## config.mk

```make
export PLATFORM = sky130hd
export DESIGN_NAME = hsv_to_rgb_converter_unit
export DESIGN_NICKNAME = d
export VERILOG_FILES = /design/src/hw/rtl/hsv2rgb_pkg.sv /design/src/hw/rtl/hsv2rgb_datapath.sv /design/src/hw/rtl/hsv_to_rgb_converter_unit.sv
export SDC_FILE = /design/constraint.sdc
export NUM_CORES = 1
export LEC_CHECK = 0
export ABC_AREA = 0
export BUFFER_PORTS_ARGS = -buffer_cell sky130_fd_sc_hd__buf_2
export CAP_MARGIN = 10
export CORE_MARGIN = 3
export CORE_UTILIZATION = 53
export CTS_CLUSTER_SIZE = 28
export DETAILED_ROUTE_END_ITERATION = 7
export PLACE_DENSITY = 0.74
export RECOVER_POWER = 50
export REMOVE_ABC_BUFFERS = 1
export SYNTH_ARGS = -nofsm -noshare
export SYNTH_HDL_FRONTEND = slang
export SYNTH_SLANG_ARGS = --single-unit
```

## constraint.sdc

```tcl
create_clock -name clk -period 5.85 [get_ports clk]
set_clock_uncertainty 0.2 [all_clocks]
set_input_delay 1.17 -clock clk [delete_from_list [all_inputs] [get_ports clk]]
set_output_delay 1.17 -clock clk [all_outputs]
set_load 0.01 [all_outputs]
```

## src/hw/rtl/hsv2rgb_pkg.sv

```systemverilog
// Shared types for the HSV to RGB converter: item structs and stage enables.
`timescale 1ns / 1ps

package hsv2rgb_pkg;

    // One HSV pixel as it enters the converter.
    typedef struct packed {
        logic [16:0] hue;
        logic [7:0]  saturation;
        logic [7:0]  brightness;
    } hsv_pixel_t;

    // One RGB pixel as it leaves the converter.
    typedef struct packed {
        logic [7:0] red_out;
        logic [7:0] green_out;
        logic [7:0] blue_out;
    } rgb_pixel_t;

    // Load enables for the four pipeline stages.
    typedef struct packed {
        logic s1;
        logic s2;
        logic s3;
        logic s4;
    } hsv2rgb_stage_en_t;

endpackage

```

## src/hw/rtl/hsv2rgb_datapath.sv

```systemverilog
// Four-stage arithmetic datapath of the HSV to RGB converter.
`timescale 1ns / 1ps

module hsv2rgb_datapath (
    input  logic                          clk,
    input  hsv2rgb_pkg::hsv2rgb_stage_en_t en,
    input  hsv2rgb_pkg::hsv_pixel_t        pix,
    output hsv2rgb_pkg::rgb_pixel_t        rgb
);
    import hsv2rgb_pkg::*;

    // Reciprocal of 15 scaled by 2^19, rounded up; exact for 15-bit dividends.
    localparam logic [15:0] RECIP_15   = 16'd34953;
    localparam logic [7:0]  FULL_SCALE = 8'd255;
    localparam logic [16:0] WIDE_SCALE = 17'd65280;
    localparam logic [8:0]  FRAC_ONE   = 9'd256;

    localparam logic [3:0] SECTOR_RED     = 4'd0;
    localparam logic [3:0] SECTOR_YELLOW  = 4'd1;
    localparam logic [3:0] SECTOR_GREEN   = 4'd2;
    localparam logic [3:0] SECTOR_CYAN    = 4'd3;
    localparam logic [3:0] SECTOR_BLUE    = 4'd4;

    // Exact floor(y / 255) for any y up to 65279, where the quotient fits 8 bits.
    function automatic logic [7:0] div255(input logic [15:0] y);
        logic [16:0] acc;
        acc = {1'b0, y} + {9'd0, y[15:8]} + 17'd1;
        return acc[15:8];
    endfunction

    // Stage 1: hue / 60, taken as (hue >> 2) / 15 by reciprocal.
    logic [30:0] h_prod;
    logic [11:0] h60_reg;
    logic [7:0]  sat1_reg, val1_reg;

    assign h_prod = {16'd0, pix.hue[16:2]} * {15'd0, RECIP_15};

    always_ff @(posedge clk)
    begin
        if (en.s1)
        begin
            h60_reg  <= h_prod[30:19];
            sat1_reg <= pix.saturation;
            val1_reg <= pix.brightness;
        end
    end

    // Stage 2: sector and fraction, the three narrow products.
    logic [3:0]  sector;
    logic [7:0]  frac;
    logic [15:0] sf_prod, pm_prod;
    logic [16:0] st_prod;
    logic [15:0] qa_next, ta_next;
    logic [15:0] qa_reg, ta_reg, pm_reg;
    logic [3:0]  sector2_reg;
    logic [7:0]  val2_reg;
    logic        szero2_reg;

    assign sector  = h60_reg[11:8];
    assign frac    = h60_reg[7:0];
    assign sf_prod = {8'd0, sat1_reg} * {8'd0, frac};
    assign st_prod = {9'd0, sat1_reg} * {8'd0, FRAC_ONE - {1'b0, frac}};
    assign pm_prod = {8'd0, val1_reg} * {8'd0, FULL_SCALE - sat1_reg};
    assign qa_next = 16'(WIDE_SCALE - {1'b0, sf_prod});
    assign ta_next = 16'(WIDE_SCALE - st_prod);

    always_ff @(posedge clk)
    begin
        if (en.s2)
        begin
            qa_reg      <= qa_next;
            ta_reg      <= ta_next;
            pm_reg      <= pm_prod;
            sector2_reg <= sector;
            val2_reg    <= val1_reg;
            szero2_reg  <= (sat1_reg == 8'd0);
        end
    end

    // Stage 3: scale the q and t terms by value, finish p.
    logic [23:0] qm_prod, tm_prod;
    logic [23:0] qm_reg, tm_reg;
    logic [7:0]  p3_reg, val3_reg;
    logic [3:0]  sector3_reg;
    logic        szero3_reg;

    assign qm_prod = {16'd0, val2_reg} * {8'd0, qa_reg};
    assign tm_prod = {16'd0, val2_reg} * {8'd0, ta_reg};

    always_ff @(posedge clk)
    begin
        if (en.s3)
        begin
            qm_reg      <= qm_prod;
            tm_reg      <= tm_prod;
            p3_reg      <= div255(pm_reg);
            val3_reg    <= val2_reg;
            sector3_reg <= sector2_reg;
            szero3_reg  <= szero2_reg;
        end
    end

    // Stage 4: divide by 65280 as a shift by 8 then by 255, and steer.
    logic [7:0]  q_val, t_val;
    rgb_pixel_t  rgb_next, rgb_reg;

    assign q_val = div255(qm_reg[23:8]);
    assign t_val = div255(tm_reg[23:8]);

    always_comb
    begin
        if (szero3_reg)
        begin
            rgb_next = '{val3_reg, val3_reg, val3_reg};
        end
        else
        begin
            case (sector3_reg)
                SECTOR_RED:    rgb_next = '{val3_reg, t_val, p3_reg};
                SECTOR_YELLOW: rgb_next = '{q_val, val3_reg, p3_reg};
                SECTOR_GREEN:  rgb_next = '{p3_reg, val3_reg, t_val};
                SECTOR_CYAN:   rgb_next = '{p3_reg, q_val, val3_reg};
                SECTOR_BLUE:   rgb_next = '{t_val, p3_reg, val3_reg};
                // Magenta sector, and hues beyond the circle.
                default:       rgb_next = '{val3_reg, p3_reg, q_val};
            endcase
        end
    end

    always_ff @(posedge clk)
    begin
        if (en.s4)
        begin
            rgb_reg <= rgb_next;
        end
    end

    assign rgb = rgb_reg;

endmodule

```

## src/hw/rtl/hsv_to_rgb_converter_unit.sv

```systemverilog
// Top level of the HSV to RGB converter: handshakes and pipeline valid chain.
`timescale 1ns / 1ps

// Channel  Valid      Ready      Payload  Item
// -------  ---------  ---------  -------  ---------------------------------
// input    hsv_valid  hsv_ready  hsv      hue, saturation, brightness
// output   rgb_valid  rgb_ready  rgb      red_out, green_out, blue_out
//
// Each item passes through four register stages in turn, and its result is on
// the output once it reaches the last of them; one item can be taken every
// cycle unless the input is held off as described below.
// Stage 4 is the output register. Reset clears only the stage valid bits.
// When the output is stalled, empty stages still fill; the input is held off
// only once all four stages carry an item, and nothing is dropped or doubled.

module hsv_to_rgb_converter_unit (
    input  logic                    clk,
    input  logic                    rst_n,
    input  logic                    hsv_valid,
    output logic                    hsv_ready,
    input  hsv2rgb_pkg::hsv_pixel_t hsv,
    output logic                    rgb_valid,
    input  logic                    rgb_ready,
    output hsv2rgb_pkg::rgb_pixel_t rgb
);
    import hsv2rgb_pkg::*;

    // One valid bit per stage; an item moves forward whenever the next
    // stage is empty or is itself moving on in the same cycle.
    logic v1_reg, v2_reg, v3_reg, v4_reg;
    logic v1_next, v2_next, v3_next, v4_next;
    hsv2rgb_stage_en_t en;

    always_comb
    begin
        en.s4 = !v4_reg || rgb_ready;
        en.s3 = !v3_reg || en.s4;
        en.s2 = !v2_reg || en.s3;
        en.s1 = !v1_reg || en.s2;
    end

    assign hsv_ready = en.s1;
    assign rgb_valid = v4_reg;

    always_comb
    begin
        v1_next = en.s1 ? hsv_valid : v1_reg;
        v2_next = en.s2 ? v1_reg    : v2_reg;
        v3_next = en.s3 ? v2_reg    : v3_reg;
        v4_next = en.s4 ? v3_reg    : v4_reg;
    end

    always_ff @(posedge clk or negedge rst_n)
    begin
        if (!rst_n)
        begin
            v1_reg <= 1'b0;
            v2_reg <= 1'b0;
            v3_reg <= 1'b0;
            v4_reg <= 1'b0;
        end
        else
        begin
            v1_reg <= v1_next;
            v2_reg <= v2_next;
            v3_reg <= v3_next;
            v4_reg <= v4_next;
        end
    end

    // The arithmetic itself, loaded by the same stage enables.
    hsv2rgb_datapath u_datapath (
        .clk (clk),
        .en  (en),
        .pix (hsv),
        .rgb (rgb)
    );

`ifndef ASSERT_OFF
    // The input is refused only when every stage holds an item and the
    // output is stalled.
    a_refuse_only_when_full: assert property (@(posedge clk) disable iff (!rst_n)
        !hsv_ready |-> (v1_reg && v2_reg && v3_reg && v4_reg && !rgb_ready))
        else $error("input refused while the pipeline has room");

    // An accepted item always occupies the first stage afterwards.
    a_accept_fills_stage1: assert property (@(posedge clk) disable iff (!rst_n)
        (hsv_valid && hsv_ready) |=> v1_reg)
        else $error("accepted item lost at the first stage");

    // A delivered result with nothing behind it leaves the output empty.
    a_no_phantom_result: assert property (@(posedge clk) disable iff (!rst_n)
        (rgb_valid && rgb_ready && !v3_reg) |=> !rgb_valid)
        else $error("result repeated or invented at the output");
`endif

endmodule

```

==> results of run 1 <==
## metrics by stage
| step | instances | instance area [sq um] | util [%] | hold WS, ps | TNS [ps] |
|---|---|---|---|---|---|
| after floorplan | 2305 | 23100 | - | 200 | 0 |
| after global placement | 2993 | 24600 | 56.7 | 207 | 0 |
| after detailed placement | 2993 | 24600 | 56.7 | 205 | -14.9 |
| after CTS | 3025 | 25200 | 58.1 | 222 | 0 |
| after global routing | 3025 | 25200 | 58.1 | 247 | -10.2 |
| final | 3025 | 25200 | 58.1 | 220 | 0 |
## kinds of logic (layout without fill, tap and decap cells)
kind of cell / count (synthesis) / after routing / share of synthesized area [%]
fa+ha+maj: 615 / 615 / 42.6
simple gates: 698 / 698 / 16.0
buf+inv: 539 / 613 / 8.66
flops: 169 / 169 / 21.6
compound gates: 238 / 238 / 7.08
xor+xnor: 107 / 107 / 4.01
## per-layer routing
layer / vias to the layer above / track usage, % / routed length [um]
li1: 7703 / - / -
met1: 8063 / 28.7 / 21700
met2: 406 / 38.0 / 23900
met3: 78 / 2.80 / 2030
met4: 0 / 6.83 / 1330
met5: - / 0 / 0
## area by class of cell
type,instances,area [sq um]
multi-input combinational,1658,16300
fill,3713,18200
sequential,169,5050
clock inverter,13,188
timing repair buffer,103,671
clock buffer,19,433
tap,585,732
inverter,478,1790
## worst max path at each step
stage / cells after the start / startpoint / to / slack [ps]
3_3_place_gp: 17 / hsv[28] / u_datapath.h60_reg[11]$_DFFE_PP_ / 90
5_1_grt: 22 / u_datapath.h60_reg[0]$_DFFE_PP_ / u_datapath.ta_reg[15]$_DFFE_PP_ / -10
4_1_cts: 19 / u_datapath.h60_reg[0]$_DFFE_PP_ / u_datapath.ta_reg[15]$_DFFE_PP_ / 100
6_report: 20 / u_datapath.h60_reg[0]$_DFFE_PP_ / u_datapath.ta_reg[15]$_DFFE_PP_ / 270
3_5_place_dp: 17 / hsv[28] / u_datapath.h60_reg[11]$_DFFE_PP_ / -10
2_1_floorplan: 16 / hsv[28] / u_datapath.h60_reg[11]$_DFFE_PP_ / 400
## cells in the final DEF (no fill, tap or decap), drive strengths merged, types with 5 or more instances in the layout
cell    instances
a211oi          8
nand3          26
o21a           13
nand4          12
nor3           21
o21ai          43
a21oi          66
xnor2          72
a21boi          9
xor2           35
and3            9
buf            88
nor2b          47
nor2           73
a31oi           8
nand2         166
fa            302
edfxtp        165
or3             8
a221oi         13
nand2b         43
and2          271
a21o           16
ha            313
o211ai          5
inv           483
clkbuf         34
o221ai          7
or2             9
## worst register-to-register path, stage by stage (launching register included)
cell and delay (ps):
edfxtp_1 400, inv_1 110, ha_1 240, nand2_1 140, or3_1 390, xor2_2 180
buf_4 160, and2_1 170, fa_1 510, fa_1 520, inv_1 50, fa_1 470
inv_1 50, fa_1 520, inv_1 40, ha_1 320, o21ai_1 120, a21oi_1 110
a41o_1 270, o41ai_2 230, xnor2_1 130
==> results.txt, run 1 <==
Biggest area consumer among synthesized cells = fa_1
Reg-to-reg startpoint = u_datapath.h60_reg[0]$_DFFE_PP_
Worst R2R End = u_datapath.ta_reg[15]$_DFFE_PP_
WHS Path Cells = 0
Leading cell type by number of instances after synthesis = inv_1
Slowest CP cell = fa_1
Max incr delay on CP = 520 ps
# DRC = 0
Port Buffers = 60
Syn Std Cell Area = 23400 sq um
Initial antenna violation count = 0
Largest net degree at the start of global routing = 55
Cell Rows = 76
Slew Viols, Final = 86
Die Y = 216 um
Cell family with most CP delay = adder cells
Ys async rst share = 2.37%
Setup ws final = 267 ps
Starting density of the core = 53.9%
Hold Startpoint = u_datapath.sector2_reg[2]$_DFFE_PP_
Reg clk slew, reported paths = 70 ps
Yosys Warn Count = 0
Post-CTS sizing = 0
GRT Util Overall = 21.9%
Hpwl dp = 39.0 mm
Core Region = 43400 sq um
Failing checks = max-capacitance violations, max-slew violations
Clock sinks = 169
Syn avg cell area = 9.88 sq um
TritonCTS buffer count = 17
P&R area growth vs syn = 7.81%
Max Root-Sink Buffers = 2
Max cap viols = 2
Routed via count = 16250
Setup violations, final = 0
Top cells by count, synth = inv_1, ha_1, fa_1, and2_1
Reg2Reg Depth = 20
H-tree depth = 4
Routed WL per cell = 16.2 um
Reg2Reg Setup Slack = 270 ps
First-pass GRT wire length = 83.5 mm
CP required = 5830 ps
Seq cells post-synth = 169
Gate Count Post-Synth = 2366
Post-synth EDFFs = 165
Critical path startpoint category = flop
Die span in x = 216 um
Min-delay worst type = reg -> reg
Area fraction of the dominant cell type after synthesis = 25.9%
Final worst path period share = 95.4%
Status = finished, violations left
Full die area = 46700 sq um
Drt first pass iters = 6
Post-CTS setup buffer count = 0
Setup Slack @ Placement = -14.9 ps
CP endpoint kind = flop
Largest cells by area after synthesis = fa_1, edfxtp_1, ha_1
CP Max Fanout = 6
Post-synth top flop = edfxtp_1
Max reg flops = 24
Total grt overflow = 0
DRT iter0 DRCs = 736
CTS tree = done
Library cells used by synthesis = 70
Clk_lat worst skew = 450 ps
Critical path, cell by cell = inv_1 > ha_1 > nand2_1 > or3_1 > xor2_2 > buf_4 > and2_1 > fa_1 > fa_1 > inv_1 > fa_1 > inv_1 > fa_1 > inv_1 > ha_1 > o21ai_1 > a21oi_1 > a41o_1 > o41ai_2 > xnor2_1
Routed Antenna Nets = 0
Final Hold Viols = 0
Worst Hold End = u_datapath.sector3_reg[2]$_DFFE_PP_
CP Class = reg -> reg
Crit path DAT = 5570 ps
Worst-Margin Slew = 2860 ps
Min Tclk post-route = 5580 ps
Buffers & Inverters on Critical Path = 5
Ports = 63
Peak Freq = 179 MHz
Root buffer cell = clkbuf_16
Hold_buf cts = 0
N_diodes = 0
Slew margin rel. = -90.5%
DRT Wirelength = 48.9 mm
Share of cells above drive strength 1 = 6.11%
Final net count = 3079
Sequential share of the synthesized area = 21.6%
Vias per cell = 5.37
Final GP Congestion = 0.884
Vias in the first global route = 17365
Power of run 1 is left out: the tool's default activity adds up to more than one toggle a clock period on the data nets, which glitch-free logic cannot reach.
==> run 2, diff against run 1 <==
ABC_CLOCK_PERIOD_IN_PS = 5850   (was unset)
CORE_UTILIZATION = 45   (was 53)
CTS_BUF_LIST = sky130_fd_sc_hd__clkbuf_4 sky130_fd_sc_hd__clkbuf_8   (was unset)
PLACE_DENSITY = 0.65   (was 0.74)
==> run 2 against run 1 <==
Against the previous run: the run still ends with max-capacitance violations, max-slew violations left; hold slack improved by 12 ps; via count decreased by 0.88%; global-route usage decreased by 2.6 points; die area increased by 17%.
==> results.txt, run 2 (same netlist as run 1, synthesis figures left out) <==
Met1 wire length = 22.6 mm
Placed insts = 3081
TritonCTS buffer count = 17
CP endpoint kind = flop
Port Buffers = 60
Commonest non-fill, non-tap cells in the layout = inv_1, ha_1, fa_1
Cell family with most CP delay = adder cells
Max incr delay on CP = 490 ps
Failing checks = max-capacitance violations, max-slew violations
Vias in the first global route = 17245
Final GP Congestion = 0.886
Initial antenna violation count = 0
CP Max Fanout = 17
Vias per cell = 5.17
Starting density of the core = 46.1%
# DRC = 0
Buffers & Inverters on Critical Path = 7
Fillers = 4735
CP Class = reg -> reg
Slew Viols, Final = 86
Reg2Reg Setup Slack = 240 ps
Hpwl dp = 40.0 mm
CTS tree = done
Slew margin rel. = -92.7%
Worst R2R End = u_datapath.qm_reg[23]$_DFFE_PP_
WHS Path Cells = 0
Hold Startpoint = u_datapath.szero2_reg$_DFFE_PP_
DRT iter0 DRCs = 732
Hold_buf cts = 0
Clock sinks = 169
Commonest non-fill, non-tap cell in the layout = inv_1
Reg2Reg Depth = 21
CP required = 5930 ps
Multi-input logic area = 16300 sq um
Status = finished, violations left
Met2 routed wirelength = 24.5 mm
Slowest CP cell = fa_1
Max reg flops = 24
Die span in x = 234 um
Met3 WL = 1.83 mm
Share of cells above drive strength 1 = 5.69%
Worst-Margin Slew = 2890 ps
Min-delay worst type = reg -> reg
Reg-to-reg startpoint = u_datapath.val2_reg[7]$_DFFE_PP_
Crit path DAT = 5690 ps
Drt first pass iters = 5
Largest net degree at the start of global routing = 55
Full die area = 54700 sq um
Max Root-Sink Buffers = 2
Die Y = 234 um
Routed via count = 16107
Clk_lat worst skew = 520 ps
Max cap viols = 2
Final Hold Viols = 0
Reg clk slew, reported paths = 110 ps
Setup TNS = 0 ps
Seq. cell area = 5050 sq um
Final net count = 3084
GRT Util Overall = 19.3%
Top Layer Used = met4
Routed Antenna Nets = 0
RSZ-0062 raised after global routing = false
Peak Freq = 178 MHz
Core Region = 50700 sq um
Ports = 63
Min Tclk post-route = 5610 ps
Worst Hold End = u_datapath.szero3_reg$_DFFE_PP_
DRT Wirelength = 49.9 mm
P&R area growth vs syn = 7.55%
First-pass GRT wire length = 84.8 mm
N_diodes = 0
Final worst path period share = 95.9%
Total grt overflow = 0
Cell Rows = 82
Post-Layout Cell Count = 3117
Routed WL per cell = 16.0 um
H-tree depth = 4
Critical path startpoint category = flop
Critical path, cell by cell = clkbuf_1 > buf_4 > buf_12 > and2_1 > fa_1 > inv_1 > fa_1 > inv_1 > fa_1 > inv_1 > fa_1 > inv_1 > ha_1 > and3_1 > a221o_1 > a21oi_1 > o21a_1 > a21oi_1 > a2111o_1 > a21oi_1 > xnor2_1
Setup violations, final = 0
Root buffer cell = clkbuf_8
==> run 2: final cells by class <==
| type | count | area share (%) |
|---|---|---|
| clock buffers | 17 | 0.931 |
| flip-flops and latches | 169 | 20.1 |
| multi-input cells | 1658 | 64.9 |
| well taps | 672 | 3.34 |
| clock inverters | 15 | 0.856 |
| inverters | 478 | 7.14 |
| repair buffers | 108 | 2.74 |
==> run 2: how the worst max path moves through the flow <==
stage                     cells past startpoint                              from                                to  slack (ps)
after floorplan                              16                           hsv[28]  u_datapath.h60_reg[11]$_DFFE_PP_         400
after global placement                       17                           hsv[28]  u_datapath.h60_reg[11]$_DFFE_PP_          90
after detailed placement                     17                           hsv[28]  u_datapath.h60_reg[11]$_DFFE_PP_          70
after CTS                                    19   u_datapath.h60_reg[0]$_DFFE_PP_   u_datapath.ta_reg[15]$_DFFE_PP_         120
after global routing                         22   u_datapath.h60_reg[0]$_DFFE_PP_   u_datapath.ta_reg[15]$_DFFE_PP_           9
final                                        21  u_datapath.val2_reg[7]$_DFFE_PP_   u_datapath.qm_reg[23]$_DFFE_PP_         240
==> run 2: routing by layer <==
metal	up-vias	global-route usage, %
met5	-	0
met3	67	2.38
met2	343	33.4
li1	7708	-
met1	7989	25.7
met4	0	5.16
==> run 2: metrics by stage <==
stage	utilization (%)	cell area (sq um)	worst slack (ps)	hold slack [ps]
after global placement	48.7	24700	93.3	208
final	49.6	25100	238	233
after global routing	49.6	25100	9.45	239
after CTS	49.6	25100	120	201
after floorplan	-	23100	399	200
after detailed placement	48.7	24700	70.8	208
==> run 2: repair_timing <==
action	CTS	global route
gates resized for setup	0	2
endpoints found under the setup margin	0	4
setup buffers	0	4
Power of run 2 is left out for the same reason.
